===== config.mk =====
export PLATFORM = sky130hd
export DESIGN_NAME = auto_joypad_read_sequencer_core
export DESIGN_NICKNAME = d
export VERILOG_FILES = /design/src/rtl/ajr_pkg.sv /design/src/rtl/auto_joypad_read_sequencer_core.sv /design/src/rtl/ajr_core.sv /design/src/rtl/ajr_out_reg.sv
export SDC_FILE = /design/constraint.sdc
export NUM_CORES = 1
export LEC_CHECK = 0
export BUFFER_PORTS_ARGS = -buffer_cell sky130_fd_sc_hd__buf_2
export CORE_UTILIZATION = 40
export DETAILED_ROUTE_END_ITERATION = 10
export GPL_TIMING_DRIVEN = 0
export SYNTH_ARGS = -nofsm -noshare
export SYNTH_HDL_FRONTEND = slang
export SYNTH_HIERARCHICAL = 1
export SYNTH_SLANG_ARGS = --single-unit

===== constraint.sdc =====
create_clock -name i_clk -period 17.05 [get_ports i_clk]
set_input_delay 1.705 -clock i_clk [delete_from_list [all_inputs] [get_ports i_clk]]
set_output_delay 1.705 -clock i_clk [all_outputs]
set_load 0.005 [all_outputs]

===== src/rtl/ajr_pkg.sv =====
// Shared types and constants for the auto joypad read sequencer.
package ajr_pkg;

    localparam int STEP_W    = 6;
    localparam int LAST_STEP = 34;
    localparam int PAD_COUNT = 4;
    localparam int PAD_W     = 16;
    localparam int SEL_W     = 3;
    localparam int DATA_W    = 8;

    localparam logic [STEP_W-1:0] STEP_MAX  = {STEP_W{1'b1}};
    localparam logic [STEP_W-1:0] STEP_LAST = STEP_W'(LAST_STEP);

    localparam logic [1:0] OP_START = 2'd0;
    localparam logic [1:0] OP_TICK  = 2'd1;
    localparam logic [1:0] OP_WRITE = 2'd2;
    localparam logic [1:0] OP_READ  = 2'd3;

    typedef struct packed {
        logic [DATA_W-1:0] read_data;
        logic              strobe_level;
        logic              busy_flag;
    } t_result;

endpackage


===== src/rtl/auto_joypad_read_sequencer_core.sv =====
// Top level of the auto joypad read sequencer.
// Usage:
//   Input channel (i_in_valid / o_in_ready) carries one operation per
//   transaction: start a frame sequence, a tick with both ports' data lines,
//   a write of the auto-read enable bit, or a read of one byte of the four
//   16-bit pad words.
//   Output channel (o_out_valid / i_out_ready) returns one transaction per
//   operation: the read byte (zero for non-reads), the strobe level and the
//   busy flag as they stand after the operation.
// Result: registered, valid in the cycle after the input transaction.
// Throughput: 1 operation per cycle unless the receiver stalls; the state update
//   and result selection fit in one combinational pass ahead of the result register.
// Reset: synchronous, active low; clears the step counter, all flags, the
//   port latches and the pad words, and empties the result register.
// Stall: while a result waits and i_out_ready is low, o_in_ready is low and
//   the result holds; a result taken in the same cycle frees the register.
module auto_joypad_read_sequencer_core (
    input  logic                      i_clk,
    input  logic                      i_rst_n,
    input  logic                      i_in_valid,
    output logic                      o_in_ready,
    input  logic [1:0]                i_operation,
    input  logic [1:0]                i_port_one_lines,
    input  logic [1:0]                i_port_two_lines,
    input  logic                      i_enable_value,
    input  logic [ajr_pkg::SEL_W-1:0] i_register_select,
    output logic                      o_out_valid,
    input  logic                      i_out_ready,
    output logic [ajr_pkg::DATA_W-1:0] o_read_data,
    output logic                      o_strobe_level,
    output logic                      o_busy_flag
);
    import ajr_pkg::*;

    logic    accept;   // input transaction taken this cycle
    logic    out_free; // result register can load
    t_result core_result;
    t_result out_result;

    assign o_in_ready = out_free;
    assign accept     = i_in_valid && out_free;

    // State update happens at the accepting edge; result is next-state view
    ajr_core u_core (
        .i_clk            (i_clk),
        .i_rst_n          (i_rst_n),
        .i_accept         (accept),
        .i_operation      (i_operation),
        .i_port_one_lines (i_port_one_lines),
        .i_port_two_lines (i_port_two_lines),
        .i_enable_value   (i_enable_value),
        .i_register_select(i_register_select),
        .o_result         (core_result)
    );

    ajr_out_reg u_out (
        .i_clk   (i_clk),
        .i_rst_n (i_rst_n),
        .i_load  (i_in_valid),
        .i_result(core_result),
        .i_ready (i_out_ready),
        .o_valid (o_out_valid),
        .o_free  (out_free),
        .o_result(out_result)
    );

    assign o_read_data    = out_result.read_data;
    assign o_strobe_level = out_result.strobe_level;
    assign o_busy_flag    = out_result.busy_flag;

endmodule


===== src/rtl/ajr_core.sv =====
// Sequencer state and its registered update for each accepted operation.
module ajr_core (
    input  logic                i_clk,
    input  logic                i_rst_n,
    input  logic                i_accept,
    input  logic [1:0]          i_operation,
    input  logic [1:0]          i_port_one_lines,
    input  logic [1:0]          i_port_two_lines,
    input  logic                i_enable_value,
    input  logic [ajr_pkg::SEL_W-1:0] i_register_select,
    output ajr_pkg::t_result    o_result
);
    import ajr_pkg::*;

    logic [STEP_W-1:0] r_step, n_step;
    logic              r_started, n_started;
    logic              r_stopped, n_stopped;
    logic              r_busy, n_busy;
    logic              r_strobe, n_strobe;
    logic              r_enable, n_enable;
    logic [1:0]        r_latch_one, n_latch_one;
    logic [1:0]        r_latch_two, n_latch_two;
    logic [PAD_W-1:0]  r_pad [PAD_COUNT];
    logic [PAD_W-1:0]  n_pad [PAD_COUNT];

    logic [STEP_W-1:0] step_eff;
    logic [STEP_W-1:0] step_inc;
    logic [PAD_W-1:0]  sel_word;

    assign step_inc = (r_step == STEP_MAX) ? r_step : r_step + 1'b1;
    // Enable dropped from step 3 on jumps straight to the end of the sequence
    assign step_eff = (r_step >= STEP_W'(3) && !r_enable) ? STEP_LAST : r_step;
    assign sel_word = r_pad[i_register_select[SEL_W-1:1]];

    always_comb begin
        n_step      = r_step;
        n_started   = r_started;
        n_stopped   = r_stopped;
        n_busy      = r_busy;
        n_strobe    = r_strobe;
        n_enable    = r_enable;
        n_latch_one = r_latch_one;
        n_latch_two = r_latch_two;
        for (int i = 0; i < PAD_COUNT; i++) begin
            n_pad[i] = r_pad[i];
        end
        o_result.read_data = '0;

        unique case (i_operation)
            OP_START: begin
                n_step    = '0;
                n_started = 1'b1;
                n_stopped = 1'b0;
            end
            OP_TICK: begin
                if (r_started) begin
                    if (r_stopped) begin
                        if (r_step >= STEP_W'(2)) n_strobe = 1'b0;
                        n_step = step_inc;
                    end else begin
                        if (r_step == STEP_W'(0)) begin
                            n_strobe = r_enable;
                        end else if (r_step == STEP_W'(1)) begin
                            if (!r_enable) begin
                                n_stopped = 1'b1;
                                n_busy    = 1'b0;
                            end else begin
                                n_busy = 1'b1;
                                for (int i = 0; i < PAD_COUNT; i++) begin
                                    n_pad[i] = '0;
                                end
                            end
                        end else if (r_step == STEP_W'(2)) begin
                            n_strobe = 1'b0;
                        end else if (!r_enable) begin
                            // no port activity, halt below
                        end else if (r_step[0]) begin
                            n_latch_one = i_port_one_lines;
                            n_latch_two = i_port_two_lines;
                        end else begin
                            n_pad[0] = {r_pad[0][PAD_W-2:0], r_latch_one[0]};
                            n_pad[1] = {r_pad[1][PAD_W-2:0], r_latch_two[0]};
                            n_pad[2] = {r_pad[2][PAD_W-2:0], r_latch_one[1]};
                            n_pad[3] = {r_pad[3][PAD_W-2:0], r_latch_two[1]};
                        end
                        if (step_eff >= STEP_LAST) begin
                            n_stopped = 1'b1;
                            n_busy    = 1'b0;
                            n_strobe  = 1'b0;
                        end else begin
                            n_step = step_inc;
                        end
                    end
                end
            end
            OP_WRITE: begin
                // strobe follows enable during steps 1 and 2
                if (i_enable_value != r_enable && r_started &&
                    (r_step == STEP_W'(1) || r_step == STEP_W'(2))) begin
                    n_strobe = i_enable_value;
                end
                n_enable = i_enable_value;
                if (!i_enable_value && r_started && !r_stopped &&
                    r_step >= STEP_W'(4)) begin
                    n_stopped = 1'b1;
                    n_busy    = 1'b0;
                    n_strobe  = 1'b0;
                end
            end
            OP_READ: begin
                o_result.read_data = i_register_select[0] ? sel_word[PAD_W-1:DATA_W]
                                                          : sel_word[DATA_W-1:0];
            end
            default: ;
        endcase

        o_result.strobe_level = n_strobe;
        o_result.busy_flag    = n_busy;
    end

    always_ff @(posedge i_clk) begin
        if (!i_rst_n) begin
            r_step      <= '0;
            r_started   <= 1'b0;
            r_stopped   <= 1'b0;
            r_busy      <= 1'b0;
            r_strobe    <= 1'b0;
            r_enable    <= 1'b0;
            r_latch_one <= '0;
            r_latch_two <= '0;
            for (int i = 0; i < PAD_COUNT; i++) begin
                r_pad[i] <= '0;
            end
        end else if (i_accept) begin
            r_step      <= n_step;
            r_started   <= n_started;
            r_stopped   <= n_stopped;
            r_busy      <= n_busy;
            r_strobe    <= n_strobe;
            r_enable    <= n_enable;
            r_latch_one <= n_latch_one;
            r_latch_two <= n_latch_two;
            for (int i = 0; i < PAD_COUNT; i++) begin
                r_pad[i] <= n_pad[i];
            end
        end
    end

endmodule


===== src/rtl/ajr_out_reg.sv =====
// Result register with valid/ready handshake toward the receiver.
module ajr_out_reg (
    input  logic             i_clk,
    input  logic             i_rst_n,
    input  logic             i_load,
    input  ajr_pkg::t_result i_result,
    input  logic             i_ready,
    output logic             o_valid,
    output logic             o_free,
    output ajr_pkg::t_result o_result
);
    import ajr_pkg::*;

    logic    r_valid;
    t_result r_result;

    assign o_free   = !r_valid || i_ready;
    assign o_valid  = r_valid;
    assign o_result = r_result;

    always_ff @(posedge i_clk) begin
        if (!i_rst_n) begin
            r_valid <= 1'b0;
        end else if (o_free) begin
            r_valid <= i_load;
        end
    end

    always_ff @(posedge i_clk) begin
        if (i_load && o_free) begin
            r_result <= i_result;
        end
    end

endmodule


# After elaboration in Yosys (flattened, before gate mapping)
# Memories as Yosys holds them, arrays and structs flattened.
# Cells that the tools add are included.
# totals
ff_bits,26
mem_bits_rw,64
in_bits,14
output_inout_bits,12
elab_cells,108
memories,1
# memory_table
memory,words,width,read_ports,rd_ports_with_merged_regs,wr,line,text
u_core.r_pad,4,16,5,0,4,ajr_core.sv:23,logic [PAD_W-1:0] r_pad [PAD_COUNT];
# classes
add_sub_neg,1
order_cmp,4
n_eq_ne,10
mux,50
bitwise,8
reduce_logical,22
# op_table
cell,count
2-to-1 mux 64 bit,9
2-to-1 mux 16 bit,4
2-to-1 mux 6 bit,5
2-to-1 mux 1 bit,27
">= comparator 6 x 2 -> 1 bit, second input constant",2
one-hot mux 6 bit (2 select lines),1
AND reduction 9 bit,1
2-to-1 mux 8 bit,1
AND reduction 4 bit,2
logical AND 1 bit,7
"adder 6 x 1 -> 6 bit, second input constant",1
"== test 6 x 1 -> 1 bit, second input constant",1
"== test 6 x 2 -> 1 bit, second input constant",1
"== test 6 bit, second input constant",1
">= comparator 6 x 3 -> 1 bit, second input constant",1
">= comparator 6 bit, second input constant",1
logical NOT 6 bit,1
"== test 2 bit, second input constant",2
logical NOT 1 bit,4
"!= test 2 x 1 -> 1 bit, second input constant",2
inverter 1 bit,4
bitwise OR 1 bit,4
one-hot mux 1 bit (2 select lines),2
AND reduction 2 bit,2
other kinds (8),9

# Logic depth before layout (Yosys ltp)
# logic_depth
depth_word,9
depth_mapped,9
ltp_nobuf,7

# Cells and area by module
# The synthesis kept the hierarchy.
# by_module_without_submodules
mod,n_inst,cells_per_inst,area_per_inst_um2
ajr_core,1,311,3977.6
ajr_out_reg,1,15,357.8
auto_joypad_read_sequencer_core,1,1,6.3

# Least setup slack after synthesis
# No wires, ideal clock.
# synth_path
path_type,input -> register
start,input port i_out_ready
end,memory u_core.r_pad[0][0] (enable)
setup_ns,0.661
t_arrival_ns,8.860
required_ns,16.389
slack_ns,7.529
cell_stages,6
path_cell_list,nand2b_4 -> and2_1 -> clkbuf_1 -> inv_1 -> a21oi_1 -> o41ai_1
# synth_lines
element,line,text
start: declaration,auto_joypad_read_sequencer_core.sv:28,"input logic i_out_ready,"
end: declaration,ajr_core.sv:23,

==> results.json <==
{
  "layout_common_cells": "74 x edfxtp_1, 65 x and2_1, 24 x buf_2",
  "grt_antenna_before_repair": 0,
  "cts_buffers": 9,
  "crit_required_ns": 17.12,
  "synth-simple-area-share_pct": 17.9,
  "crit_fanout": 9,
  "crit_arrival_ns": 4.07,
  "drive_above_1_share_pct": 19.8,
  "synth_edf_count": 74,
  "power_frac_comb_pct": 8.7,
  "synth.area.mux_share_pct": 12.0,
  "via_per_inst": 5.21,
  "dieWidth_um": 106,
  "synth_top_family_by_area": "simple AND/OR/NAND/NOR gates",
  "ant_nets": 0,
  "fmax_ghz": 0.250,
  "synthXorXnorAreaFrac_pct": 0,
  "power.internal_mw": 0.321,
  "drt-initial-drc-count": 161,
  "setup_viol": 0,
  "synth-async-reset-ratio_pct": 0,
  "p_total_mw": 0.428,
  "place_hpwl_mm": 6.08,
  "yosys.cell_types.count": 49,
  "slew_viol_final": 0,
  "synth-compound-area-share_pct": 5.99,
  "overflow": 0,
  "drt-pass1-iter-count": 4,
  "syn_area_sq_um": 4340,
  "worstSetupStartpoint": "i_out_ready",
  "layout.cells.non_filler": 509,
  "ir_drop_mv": 0.0364,
  "p_leak_nw": 1.84,
  "outcome": "completed",
  "grt_max_degree": 18,
  "die_h_um": 106,
  "rr_endpoint": "u_core/r_pad[2][2]",
  "ff2ff_path_depth": 9,
  "synthCells": 327,
  "post_cts_buffers": 0,
  "rsz0062_at_grt": "no",
  "grt_pass1_vias": 2612,
  "synthTopCellsByArea": "edfxtp_1 51%, and2_1 9.4%, mux4_2 8.3%",
  "wl_mm": 8.29,
  "dp_slack_ns": 12.69,
  "final_nets": 390,
  "vias": 2650,
  "hold_violations": 0,
  "synth-main-ff-cell": "edfxtp_1",
  "io_buffers": 22,
  "grt_pass1_wl_mm": 13.7,
  "synth_area_per_cell_sq_um": 13.3,
  "synth_top_area_share_pct": 51.2,
  "clk_pin_slew_ns": 0.09,
  "relSlewSlack_pct": 33.7,
  "clkPwrFrac_pct": 32.3,
  "start_util_pct": 41.7,
  "seq_power_share_pct": 59.0,
  "switchingPower_mw": 0.107,
  "syn_to_final_growth_pct": 12.3,
  "ys_warn_count": 6,
  "hold_class": "reg2reg",
  "cts_sinks": 90,
  "finalClockSkew_ns": 0.0172,
  "cp-end-kind": "flip-flop",
  "worst_slew_pin_slew_ns": 0.984,
  "endpoint": "u_core/r_pad[2][2]",
  "cts-root-buf": "clkbuf_8",
  "fin_crit_sh_pct": 23.5,
  "r2r_slack_ns": 13.93,
  "mostFrequentLayoutCell": "edfxtp_1",
  "p_sw_share_pct": 25.0,
  "core_sq_um": 10400,
  "yosysSeqAreaShare_pct": 58.6,
  "period_minus_slack_ns": 4.00,
  "cap_viol_max_count": 0,
  "tritoncts": "done",
  "holdPathStages": 2,
  "gp_congestion": 0.873,
  "wl_per_cell_um": 16.3,
  "cts_resized": 0,
  "fin_setup_tns_ns": 0,
  "drcViolationCount": 0,
  "hold_buffers": 0,
  "clock_latency_ns": 0.36,
  "worstSetupPathType": "in2reg",
  "ys_ff_latch": 90,
  "rr_startpoint": "u_core/r_step[2]",
  "ios": 26,
  "start_kind": "input pin",
  "dp.cells": 493,
  "htreeDepth": 3,
  "synthDominantAreaCellType": "edfxtp_1",
  "grt_usage_pct": 16.1,
  "rows": 37,
  "design.die.area_sq_um": 11300,
  "power.density_nw_per_um2": 87.8,
  "synth_nets": 349,
  "diodes": 0,
  "synth_fa_ha_area_share_pct": 2.31,
  "clockBufferDepth": 2,
  "setup_ws_ns": 13.05
}
[layer usage]
metal	track usage, %	share of wire (%)	vias up
li1	-	-	1287
met1	23.3	50	1298
met2	24.2	45	58
met3	2.76	3.8	7
met4	5.65	0.98	0
met5	0	0	-
[synth_stat cells, drive strengths merged, types with 8 or more instances]
master / instances
mux2i: 15
clkbuf: 13
nand3: 8
ha: 8
edfxtp: 74
a21oi: 8
and2: 66
mux4: 16
dfxtp: 16
nand2: 14
o21ai: 8
inv: 12
nor2b: 16
[layout make-up]
type	instances	area, sq um
Fill cell	956	5540
Sequential cell	90	2540
Clock inverter	7	60.1
Buffer	20	96.3
Inverter	12	45.0
Tap cell	136	170
Multi-Input combinational cell	205	1670
Clock buffer	9	124
Timing Repair Buffer	30	174
[worst max-delay path: stages]
cell and delay [ns]:
buf_2 0.10, nand2b_4 0.14, and2_1 0.13, clkbuf_1 0.23, inv_1 0.19, a21oi_1 0.07
o41ai_2 0.90, buf_6 0.24, buf_4 0.18, buf_4 0.18
[state kept, by name, summed over array words and instances (netlist names)]
register / count
u_core/r_latch_one: 2
u_core/r_stopped: 1
u_out/o_result: 10
u_out/o_valid: 1
u_core/r_strobe: 1
u_core/r_busy: 1
u_core/r_latch_two: 2
u_core/r_step: 6
u_core/r_enable: 1
u_core/r_pad: 64
u_core/r_started: 1
[power groups by stage]
stage	Combinational [mW]	Sequential [mW]	Clock (mW)
2_1_floorplan	0.0246	0.257	0
3_3_place_gp	0.0351	0.259	0
3_5_place_dp	0.0376	0.258	0
4_1_cts	0.0378	0.253	0.143
5_1_grt	0.0410	0.254	0.152
6_report	0.0372	0.252	0.138
[worst min-delay path by stage]
stage	start	endpoint	slack, ns
floorplan	u_core/r_latch_one[0]	u_core/r_latch_one[0]	0.48
global placement	u_out/o_valid	u_out/o_valid	0.49
detailed placement	u_core/r_latch_one[1]	u_core/r_latch_one[1]	0.50
CTS	u_out/o_valid	u_out/o_valid	0.52
global route	u_out/o_valid	u_out/o_valid	0.55
finish	u_out/o_valid	u_out/o_valid	0.51
[cells by family after synthesis]
logic type,after synthesis
AND/OR/NAND/NOR,128
buffers and inverters,32
flip-flops,90
multiplexers,32
AO/OA/AOI/OAI,37
adder cells (fa/ha/maj),8
[per-stage QoR]
| stage | hold slack, ns | area, sq um | utilization (%) |
|---|---|---|---|
| 2_1_floorplan | 0.477 | 4340 | - |
| 3_3_place_gp | 0.490 | 4620 | 44.4 |
| 6_report | 0.513 | 4880 | 46.8 |
| 4_1_cts | 0.517 | 4880 | 46.8 |
| 5_1_grt | 0.546 | 4880 | 46.8 |
| 3_5_place_dp | 0.504 | 4690 | 45.1 |
No activity file was read; power rests on OpenSTA's default activity.
